**src/hdl/lfsa_pkg.sv**
```systemverilog
// package: sizes, register map and controller/datapath link types for the slot allocator
`default_nettype none
package lfsa_pkg;

   localparam int SLOTS      = 64;
   localparam int SLOT_BITS  = $clog2(SLOTS);
   localparam int CNT_BITS   = $clog2(SLOTS + 1);
   localparam int TIME_BITS  = 32;
   localparam int ID_BITS    = 16;
   localparam int IN_TIME_BITS = 32;
   localparam int GRANT_BITS = 6;
   localparam int EXT_BITS   = (SLOT_BITS > GRANT_BITS) ? SLOT_BITS : GRANT_BITS;

   localparam int CSR_ADDR_BITS = 2;
   localparam int CSR_DATA_BITS = 32;
   localparam logic [CSR_ADDR_BITS-1:0] CSR_TARGET_ID_ADDR = CSR_ADDR_BITS'(0);

   typedef struct packed {
      logic load_req;
      logic scan_step;
      logic commit;
   } lfsa_cmd_type;

   typedef struct packed {
      logic scan_done;
      logic out_free;
   } lfsa_status_type;

endpackage
`default_nettype wire

```
**src/hdl/lfsa_if.sv**
```systemverilog
// interfaces: request channel and result channel
`default_nettype none
interface lfsa_req_if;
   import lfsa_pkg::*;
   logic                    valid;
   logic                    ready;
   logic [ID_BITS-1:0]      req_id;
   logic [IN_TIME_BITS-1:0] arrive_time;
   logic [IN_TIME_BITS-1:0] leave_time;
   modport source (output valid, output req_id, output arrive_time, output leave_time,
                   input ready);
   modport sink (input valid, input req_id, input arrive_time, input leave_time,
                 output ready);
endinterface

interface lfsa_rsp_if;
   import lfsa_pkg::*;
   logic                  valid;
   logic                  ready;
   logic [GRANT_BITS-1:0] granted_slot;
   logic [ID_BITS-1:0]    echo_id;
   logic                  is_target;
   logic                  no_free;
   modport source (output valid, output granted_slot, output echo_id, output is_target,
                   output no_free, input ready);
   modport sink (input valid, input granted_slot, input echo_id, input is_target,
                 input no_free, output ready);
endinterface
`default_nettype wire

```
**src/hdl/lfsa_ram.sv**
```systemverilog
// generic single-write, single-read ram with registered read data
`default_nettype none
module lfsa_ram #(
   parameter int WIDTH = 32,
   parameter int DEPTH = 64
) (
   input  wire logic                     clock,
   input  wire logic                     wr_en,
   input  wire logic [$clog2(DEPTH)-1:0] wr_addr,
   input  wire logic [WIDTH-1:0]         wr_data,
   input  wire logic                     rd_en,
   input  wire logic [$clog2(DEPTH)-1:0] rd_addr,
   output logic      [WIDTH-1:0]         rd_data
);
   logic [WIDTH-1:0] mem_ff [DEPTH];

   always_ff @(posedge clock) begin
      if (wr_en) begin
         mem_ff[wr_addr] <= wr_data;
      end
      if (rd_en) begin
         rd_data <= mem_ff[rd_addr];
      end
   end
endmodule
`default_nettype wire

```
**src/hdl/lfsa_ctrl.sv**
```systemverilog
// controller: request load, slot sweep and result commit sequencing
`default_nettype none
module lfsa_ctrl (
   input  wire logic                     clock,
   input  wire logic                     reset,
   input  wire logic                     req_valid,
   output logic                          req_ready,
   input  wire lfsa_pkg::lfsa_status_type status,
   output lfsa_pkg::lfsa_cmd_type        cmd
);
   import lfsa_pkg::*;

   typedef enum logic [2:0] {
      ST_IDLE   = 3'b001,
      ST_SCAN   = 3'b010,
      ST_COMMIT = 3'b100
   } state_type;

   state_type state_ff, state_in;

   always_comb begin
      state_in  = state_ff;
      cmd       = '0;
      req_ready = 1'b0;
      case (state_ff)
         ST_IDLE: begin
            req_ready = 1'b1;
            if (req_valid) begin
               cmd.load_req = 1'b1;
               state_in     = ST_SCAN;
            end
         end
         ST_SCAN: begin
            cmd.scan_step = 1'b1;
            if (status.scan_done) begin
               state_in = ST_COMMIT;
            end
         end
         ST_COMMIT: begin
            if (status.out_free) begin
               cmd.commit = 1'b1;
               state_in   = ST_IDLE;
            end
         end
         default: begin
            state_in = ST_IDLE;
         end
      endcase
   end

   always_ff @(posedge clock) begin
      if (reset) begin
         state_ff <= ST_IDLE;
      end else begin
         state_ff <= state_in;
      end
   end
endmodule
`default_nettype wire

```
**src/hdl/lfsa_datapath.sv**
```systemverilog
// datapath: busy bits, leave-time memory sweep, lowest free search and result word register
`default_nettype none
module lfsa_datapath (
   input  wire logic                                 clock,
   input  wire logic                                 reset,
   input  wire lfsa_pkg::lfsa_cmd_type               cmd,
   output lfsa_pkg::lfsa_status_type                 status,
   input  wire logic [lfsa_pkg::ID_BITS-1:0]         target_id,
   input  wire logic [lfsa_pkg::ID_BITS-1:0]         req_id,
   input  wire logic [lfsa_pkg::IN_TIME_BITS-1:0]    arrive_time,
   input  wire logic [lfsa_pkg::IN_TIME_BITS-1:0]    leave_time,
   output logic                                      rsp_valid,
   input  wire logic                                 rsp_ready,
   output logic      [lfsa_pkg::GRANT_BITS-1:0]      rsp_granted_slot,
   output logic      [lfsa_pkg::ID_BITS-1:0]         rsp_echo_id,
   output logic                                      rsp_is_target,
   output logic                                      rsp_no_free
);
   import lfsa_pkg::*;

   localparam logic [CNT_BITS-1:0] SLOTS_CNT = CNT_BITS'(SLOTS);

   logic [SLOTS-1:0]      busy_ff, busy_in;
   logic [CNT_BITS-1:0]   cnt_ff, cnt_in;
   logic                  eval_valid_ff, eval_valid_in;
   logic [SLOT_BITS-1:0]  eval_idx_ff, eval_idx_in;
   logic                  found_ff, found_in;
   logic [SLOT_BITS-1:0]  grant_ff, grant_in;
   logic [ID_BITS-1:0]    id_ff, id_in;
   logic [TIME_BITS-1:0]  arrive_ff, arrive_in;
   logic [TIME_BITS-1:0]  leave_ff, leave_in;
   logic                  rsp_valid_ff, rsp_valid_in;
   logic [GRANT_BITS-1:0] slot_out_ff, slot_out_in;
   logic [ID_BITS-1:0]    echo_ff, echo_in;
   logic                  target_ff, target_in;
   logic                  no_free_ff, no_free_in;

   logic                  ram_we;
   logic                  ram_re;
   logic [SLOT_BITS-1:0]  ram_raddr;
   logic [TIME_BITS-1:0]  ram_rdata;
   logic                  expired;
   logic                  slot_free;
   logic [EXT_BITS-1:0]   grant_ext;

   lfsa_ram #(
      .WIDTH (TIME_BITS),
      .DEPTH (SLOTS)
   ) u_leave_ram (
      .clock   (clock),
      .wr_en   (ram_we),
      .wr_addr (grant_ff),
      .wr_data (leave_ff),
      .rd_en   (ram_re),
      .rd_addr (ram_raddr),
      .rd_data (ram_rdata)
   );

   assign expired   = busy_ff[eval_idx_ff] && (ram_rdata <= arrive_ff);
   assign slot_free = !busy_ff[eval_idx_ff] || expired;
   assign grant_ext = EXT_BITS'(grant_ff);

   assign status.scan_done = (cnt_ff == SLOTS_CNT) && !eval_valid_ff;
   assign status.out_free  = !rsp_valid_ff || rsp_ready;

   always_comb begin
      busy_in       = busy_ff;
      cnt_in        = cnt_ff;
      eval_valid_in = eval_valid_ff;
      eval_idx_in   = eval_idx_ff;
      found_in      = found_ff;
      grant_in      = grant_ff;
      id_in         = id_ff;
      arrive_in     = arrive_ff;
      leave_in      = leave_ff;
      rsp_valid_in  = rsp_valid_ff;
      slot_out_in   = slot_out_ff;
      echo_in       = echo_ff;
      target_in     = target_ff;
      no_free_in    = no_free_ff;
      ram_we        = 1'b0;
      ram_re        = 1'b0;
      ram_raddr     = cnt_ff[SLOT_BITS-1:0];

      if (rsp_valid_ff && rsp_ready) begin
         rsp_valid_in = 1'b0;
      end

      if (cmd.load_req) begin
         cnt_in        = '0;
         eval_valid_in = 1'b0;
         found_in      = 1'b0;
         id_in         = req_id;
         arrive_in     = TIME_BITS'(arrive_time);
         leave_in      = TIME_BITS'(leave_time);
      end

      if (cmd.scan_step) begin
         if (cnt_ff < SLOTS_CNT) begin
            ram_re        = 1'b1;
            cnt_in        = cnt_ff + CNT_BITS'(1);
            eval_valid_in = 1'b1;
            eval_idx_in   = cnt_ff[SLOT_BITS-1:0];
         end else begin
            eval_valid_in = 1'b0;
         end
      end

      // release expired slot, note first free one
      if (eval_valid_ff) begin
         if (expired) begin
            busy_in[eval_idx_ff] = 1'b0;
         end
         if (!found_ff && slot_free) begin
            found_in = 1'b1;
            grant_in = eval_idx_ff;
         end
      end

      if (cmd.commit) begin
         if (found_ff) begin
            busy_in[grant_ff] = 1'b1;
            ram_we            = 1'b1;
         end
         rsp_valid_in = 1'b1;
         slot_out_in  = found_ff ? grant_ext[GRANT_BITS-1:0] : '0;
         echo_in      = id_ff;
         target_in    = (id_ff == target_id);
         no_free_in   = !found_ff;
      end
   end

   always_ff @(posedge clock) begin
      if (reset) begin
         busy_ff       <= '0;
         cnt_ff        <= '0;
         eval_valid_ff <= 1'b0;
         found_ff      <= 1'b0;
         rsp_valid_ff  <= 1'b0;
      end else begin
         busy_ff       <= busy_in;
         cnt_ff        <= cnt_in;
         eval_valid_ff <= eval_valid_in;
         found_ff      <= found_in;
         rsp_valid_ff  <= rsp_valid_in;
      end
   end

   always_ff @(posedge clock) begin
      eval_idx_ff <= eval_idx_in;
      grant_ff    <= grant_in;
      id_ff       <= id_in;
      arrive_ff   <= arrive_in;
      leave_ff    <= leave_in;
      slot_out_ff <= slot_out_in;
      echo_ff     <= echo_in;
      target_ff   <= target_in;
      no_free_ff  <= no_free_in;
   end

   assign rsp_valid        = rsp_valid_ff;
   assign rsp_granted_slot = slot_out_ff;
   assign rsp_echo_id      = echo_ff;
   assign rsp_is_target    = target_ff;
   assign rsp_no_free      = no_free_ff;

   a_commit_needs_room: assert property (@(posedge clock) disable iff (reset)
      cmd.commit |-> (!rsp_valid_ff || rsp_ready))
      else $error("commit while result word still held");

   a_load_starts_sweep: assert property (@(posedge clock) disable iff (reset)
      cmd.load_req |=> (cnt_ff == '0) && !found_ff && !eval_valid_ff)
      else $error("sweep not restarted on request load");

   a_grant_marks_busy: assert property (@(posedge clock) disable iff (reset)
      (cmd.commit && found_ff) |=> busy_ff[$past(grant_ff)])
      else $error("granted slot not marked busy");

   a_eval_follows_read: assert property (@(posedge clock) disable iff (reset)
      eval_valid_ff |-> (cnt_ff != '0))
      else $error("slot evaluated without a preceding read");
endmodule
`default_nettype wire

```
**src/hdl/lowest_free_slot_timed_allocator_core.sv**
```systemverilog
// Lowest-free-slot allocator: each request word releases every busy slot whose leave time is at
// or before its arrival, then takes the lowest free slot and stores its leave time there. One
// request is handled at a time, in order from acceptance to the next ready: a load step, a sweep
// of the leave-time memory at one entry per cycle through its registered read port, and a commit
// step that writes the memory (when a slot was found) and the result register. A finished result
// waits in its register while the next request is taken; commit of that next request holds until
// the result port has drained. The target id register sits at byte address 0 of the csr port; the
// user must write it only while the block is idle, and the block itself does not enforce this.
`default_nettype none
module lowest_free_slot_timed_allocator_core (
   input  wire logic                                  clock,
   input  wire logic                                  reset,
   lfsa_req_if.sink                                   req_in,
   lfsa_rsp_if.source                                 rsp_out,
   input  wire logic                                  psel,
   input  wire logic                                  penable,
   input  wire logic                                  pwrite,
   input  wire logic [lfsa_pkg::CSR_ADDR_BITS-1:0]    paddr,
   input  wire logic [lfsa_pkg::CSR_DATA_BITS-1:0]    pwdata,
   output logic      [lfsa_pkg::CSR_DATA_BITS-1:0]    prdata,
   output logic                                       pready
);
   import lfsa_pkg::*;

   logic [ID_BITS-1:0] target_id_ff, target_id_in;
   logic               csr_write;
   logic               req_ready;
   lfsa_cmd_type       cmd;
   lfsa_status_type    status;

   assign pready    = 1'b1;
   assign csr_write = psel && penable && pwrite && pready;

   always_comb begin
      target_id_in = target_id_ff;
      if (csr_write && (paddr == CSR_TARGET_ID_ADDR)) begin
         target_id_in = pwdata[ID_BITS-1:0];
      end
   end

   always_ff @(posedge clock) begin
      if (reset) begin
         target_id_ff <= '0;
      end else begin
         target_id_ff <= target_id_in;
      end
   end

   assign prdata = (paddr == CSR_TARGET_ID_ADDR) ? CSR_DATA_BITS'(target_id_ff) : '0;

   assign req_in.ready = req_ready;

   lfsa_ctrl u_ctrl (
      .clock     (clock),
      .reset     (reset),
      .req_valid (req_in.valid),
      .req_ready (req_ready),
      .status    (status),
      .cmd       (cmd)
   );

   lfsa_datapath u_datapath (
      .clock            (clock),
      .reset            (reset),
      .cmd              (cmd),
      .status           (status),
      .target_id        (target_id_ff),
      .req_id           (req_in.req_id),
      .arrive_time      (req_in.arrive_time),
      .leave_time       (req_in.leave_time),
      .rsp_valid        (rsp_out.valid),
      .rsp_ready        (rsp_out.ready),
      .rsp_granted_slot (rsp_out.granted_slot),
      .rsp_echo_id      (rsp_out.echo_id),
      .rsp_is_target    (rsp_out.is_target),
      .rsp_no_free      (rsp_out.no_free)
   );
endmodule
`default_nettype wire

```
**src/flat_wrapper.sv**
```systemverilog
// flat-port wrapper written by rule: the top's interface ports become plain ports
module lowest_free_slot_timed_allocator_core_flat import lfsa_pkg::*;
  (clock, reset, psel, penable, pwrite, paddr, pwdata, prdata, pready, req_in_valid, req_in_req_id, req_in_arrive_time, req_in_leave_time, req_in_ready, rsp_out_valid, rsp_out_granted_slot, rsp_out_echo_id, rsp_out_is_target, rsp_out_no_free, rsp_out_ready);
  lfsa_req_if req_in_i ();
  lfsa_rsp_if rsp_out_i ();
  input  wire logic clock;
  input  wire logic reset;
  input  wire logic psel;
  input  wire logic penable;
  input  wire logic pwrite;
  input  wire logic [lfsa_pkg::CSR_ADDR_BITS-1:0] paddr;
  input  wire logic [lfsa_pkg::CSR_DATA_BITS-1:0] pwdata;
  output logic      [lfsa_pkg::CSR_DATA_BITS-1:0] prdata;
  output logic pready;
  input wire logic [$bits(req_in_i.valid)-1:0] req_in_valid;
  input wire logic [$bits(req_in_i.req_id)-1:0] req_in_req_id;
  input wire logic [$bits(req_in_i.arrive_time)-1:0] req_in_arrive_time;
  input wire logic [$bits(req_in_i.leave_time)-1:0] req_in_leave_time;
  output wire logic [$bits(req_in_i.ready)-1:0] req_in_ready;
  output wire logic [$bits(rsp_out_i.valid)-1:0] rsp_out_valid;
  output wire logic [$bits(rsp_out_i.granted_slot)-1:0] rsp_out_granted_slot;
  output wire logic [$bits(rsp_out_i.echo_id)-1:0] rsp_out_echo_id;
  output wire logic [$bits(rsp_out_i.is_target)-1:0] rsp_out_is_target;
  output wire logic [$bits(rsp_out_i.no_free)-1:0] rsp_out_no_free;
  input wire logic [$bits(rsp_out_i.ready)-1:0] rsp_out_ready;
  assign req_in_i.valid = req_in_valid;
  assign req_in_i.req_id = req_in_req_id;
  assign req_in_i.arrive_time = req_in_arrive_time;
  assign req_in_i.leave_time = req_in_leave_time;
  assign req_in_ready = req_in_i.ready;
  assign rsp_out_valid = rsp_out_i.valid;
  assign rsp_out_granted_slot = rsp_out_i.granted_slot;
  assign rsp_out_echo_id = rsp_out_i.echo_id;
  assign rsp_out_is_target = rsp_out_i.is_target;
  assign rsp_out_no_free = rsp_out_i.no_free;
  assign rsp_out_i.ready = rsp_out_ready;
  lowest_free_slot_timed_allocator_core u_core (.clock(clock), .reset(reset), .req_in(req_in_i), .rsp_out(rsp_out_i), .psel(psel), .penable(penable), .pwrite(pwrite), .paddr(paddr), .pwdata(pwdata), .prdata(prdata), .pready(pready));
endmodule
```
**config.mk**
```make
export PLATFORM = sky130hd
export DESIGN_NAME = lowest_free_slot_timed_allocator_core_flat
export DESIGN_NICKNAME = d
export VERILOG_FILES = /design/src/hdl/lfsa_pkg.sv /design/src/hdl/lfsa_if.sv /design/src/hdl/lfsa_ram.sv /design/src/hdl/lfsa_ctrl.sv /design/src/hdl/lfsa_datapath.sv /design/src/hdl/lowest_free_slot_timed_allocator_core.sv /design/src/flat_wrapper.sv
export SDC_FILE = /design/constraint.sdc
export NUM_CORES = 2
export LEC_CHECK = 0
export BUFFER_PORTS_ARGS = -buffer_cell sky130_fd_sc_hd__buf_2
export CAP_MARGIN = 20
export CORE_ASPECT_RATIO = 0.75
export CORE_MARGIN = 2
export CORE_UTILIZATION = 62
export CTS_CLUSTER_SIZE = 25
export DETAILED_ROUTE_END_ITERATION = 6
export PLACE_DENSITY_LB_ADDON = 0.2
export SYNTH_ARGS = -nofsm -noshare
export SYNTH_HDL_FRONTEND = slang
export SYNTH_HIERARCHICAL = 1
export SYNTH_SLANG_ARGS = --single-unit
```
**constraint.sdc**
```tcl
create_clock -name clock -period 5.3 [get_ports clock]
set_input_delay 0.795 -clock clock [delete_from_list [all_inputs] [get_ports clock]]
set_output_delay 0.795 -clock clock [all_outputs]
set_load 0.05 [all_outputs]
```
==> results.toml <==
[power_and_ir_drop]
p_total_mw = 34.74
pwr-share-clk_pct = 40.2
p_int_mw = 27.70
p_leak_nw = 30.01
swShare_pct = 20.29
ir_drop_mv = 0.2821
combPwrFrac_pct = 2.4
seqPwrFrac_pct = 57.4
p_sw_mw = 7.048
power_density_nw_per_um2 = 352.4

[critical_path]
critical-path-top-delay-family = "compound AO/OA/AOI/OAI gates"
cp.arrival_ps = 4240
path_buf_inv = 2
startpoint_type = "register"
worst-path-max-fanout = 14
worst-setup-path-type = "register to register"
end_kind = "register"
worstPathRequired_ps = 5780
cp_cell_sequence = "buf_4 > mux4_2 > mux2_2 > o22a_1 > o2111ai_2 > o21bai_2 > inv_1 > a21oi_1"
critPathSlowestCell = "edfxtp_1"
max_stage_delay_ps = 870

[placement]
gp_congestion = 0.9023
pre_cts_ws_ps = 1065
placed_cell_area_um2 = 92390
dp_hpwl_um = 123800
dp_cells = 6127
portBuffers = 146

[global_routing]
grtUsageMet2_pct = 44.18
grt_max_degree = 100
grt.busiest_layer = "met1"
track_usage_pct = 30.13
antenna_found_initial = 9
grt_pass1_vias = 43160
grt_util_met1_pct = 45.07
use_met3_pct = 8.654
grt_overflow = 0
grt_pass1_wl_um = 307400

[yosys]
synthArstFlopShare_pct = 0
avgSynthCellArea_um2 = 21.28
yosysTopAreaCellShare_pct = 74.57
ys_seq_elements = 2289
synthesis.instances = 4156
netlist_area_um2 = 88430
yosysTopAreaCell = "edfxtp_1"
yosysUniqueCellTypes = 68
synth-edff-count = 2196
synthTopCellsByArea = "edfxtp_1 (75%), mux4_2 (14%), dfxtp_1 (2.1%)"
yosysSeqAreaShare_pct = 76.68
yosysWarnings = 6
synthFlopType = "edfxtp_1"

[timing]
finalCritPeriodShare_pct = 70.99
hold_viol_final = 0
finalSetupViolCount = 0
fin_worst_skew_ps = 27.03
tightest_slew_ps = 1121
fmax_mhz = 265.8
relSlewSlack_pct = 25.28
period_minus_slack_ps = 3763
fin_ws_ps = 1537
drv_slew = 0
setup_tns_ps = 0
hold_slack_ps = 117.1
rsz0062_at_grt = "false"

[flow_run]
max_cap_violations = 0

[cts]
ctsResizeCount = 0
clk_pin_slew_ps = 60
ctsRootBufferMaster = "clkbuf_16"
cts_tree = "done"
hold_buffers = 0
cts_max_path_buffers = 3
cts_made_buffers = 202
clk_latency_ps = 850
post-cts-setup-buffer-count = 0
clock_sinks = 2289
htreeDepth = 4

[routing]
ant_nets = 0
drc_errors = 0
via_per_inst = 6.804
drtIter0Drc = 6370
drt-total-wl_um = 215900
num_vias = 44240
drt-pass1-iter-count = 6
routedWlPerCell_um = 33.20

[floorplan]
initial_core_util_pct = 62.71
die_y_um = 331.1
fp.coreArea_um2 = 141000
dieWidth_um = 440.1
rows = 119
design.die.area_um2 = 145700
ios = 180

[hold_path]
hp-class = "primary input to register"

[cells_and_area]
fillers = 8317
areaGrowthSynthToFinish_pct = 11.51
post-route-util_pct = 69.93
layout.nets = 4614
instances_no_fill = 6501
drive_above_1_share_pct = 26.92
postLayoutCellArea_um2 = 98610

[outcome]
status = "finished clean"
[cells in the mapped netlist (45+ instances only)]
| master | count |
|---|---|
| clkbuf_1 | 98 |
| mux4_2 | 560 |
| nor2_1 | 164 |
| nand2b_1 | 47 |
| nand2_1 | 96 |
| inv_1 | 65 |
| dfxtp_1 | 93 |
| a21oi_1 | 85 |
| buf_2 | 61 |
| mux2i_1 | 112 |
| buf_4 | 45 |
| edfxtp_1 | 2196 |
| o22ai_1 | 90 |
[final cells by class]
class	instances	area (um^2)	share of cell area [%]
Timing Repair Buffer	323	2307	2.340
Sequential cell	2289	67820	68.78
Antenna cell	2	5.005	0.005075
Tap cell	1875	2346	2.379
Clock buffer	260	5346	5.422
Multi-Input combinational cell	1576	19690	19.97
Inverter	67	251.5	0.2550
Clock inverter	109	843.3	0.8552
[cells by family (layout without fill, tap and decap cells)]
| group | after synthesis | after routing | share of synthesized area (%) |
|---|---|---|---|
| simple gates | 469 | 469 | 2.632 |
| buf+inv | 306 | 759 | 1.671 |
| mux | 676 | 676 | 15.58 |
| other cells | 2 | 19 | 0.008493 |
| compound gates | 363 | 363 | 2.780 |
| fa+ha+maj | 34 | 34 | 0.4811 |
| xor+xnor | 17 | 17 | 0.1684 |
| flops | 2289 | 2289 | 76.68 |
[final timing paths]
path | start | end | slack, ps | depth (start not counted)
worst max-delay path | u_core/u_datapath/eval_idx_ff[1] | u_core/u_datapath/grant_ext[5] | 1540 | 8
worst min-delay path | req_in_req_id[3] | u_core/u_datapath/id_ff[3] | 120 | 1
worst max register to register | u_core/u_datapath/eval_idx_ff[1] | u_core/u_datapath/grant_ext[5] | 1540 | 8
worst min register to register | u_core/u_datapath/busy_ff[54] | u_core/u_datapath/busy_ff[54] | 470 | 2
[flip-flops by register name (all words and copies together), names as in the netlist, 7 cells and up]
name	flops
u_core/u_datapath/u_leave_ram/mem_ff	2048
u_core/u_datapath/busy_ff	64
u_core/u_datapath/arrive_ff	32
u_core/u_datapath/leave_ff	32
u_core/u_datapath/u_leave_ram/rd_data	32
u_core/target_id_ff	16
u_core/u_datapath/id_ff	16
u_core/u_datapath/rsp_echo_id	16
u_core/u_datapath/cnt_ff	7
[placed cells by master, fill, tap and decap left out, drive strengths merged, types with 13 or more instances in the layout]
cell / instances
o21ai: 44
nand4: 14
conb: 17
xnor2: 16
nor4: 23
nor2b: 22
ha: 34
a22oi: 13
edfxtp: 2196
dfxtp: 93
nand2: 96
nor3: 18
mux2i: 112
and2: 24
a32oi: 40
a21oi: 85
nor2: 165
buf: 321
nand2b: 47
o221ai: 27
mux4: 560
nand3: 16
clkinv: 89
o22ai: 90
o32ai: 22
clkbuf: 262
inv: 77
[power groups by stage]
stage / logic (mW) / clock network (mW) / registers, mW
floorplan: 0.329 / 0 / 20.5
global placement: 0.789 / 0 / 20.3
detailed placement: 0.816 / 0 / 20.3
CTS: 0.819 / 14.1 / 20.0
global route: 0.875 / 14.8 / 19.9
finish: 0.823 / 14.0 / 20.0
[worst reg2reg max path: cells and delay by family, from the launching register on]
family / cells / cell delay, ps
DFF: 1 / 870
buffers and inverters: 2 / 500
muxes: 2 / 800
AOI/OAI and AO/OA: 4 / 1220
[metal layers]
layer | up-vias | share of wire (%)
met2 | 2790 | 45
met5 | - | 0.0037
met1 | 23120 | 39
met4 | 2 | 2.7
li1 | 17970 | -
met3 | 351 | 13
Power figures use the tool's default switching activity.
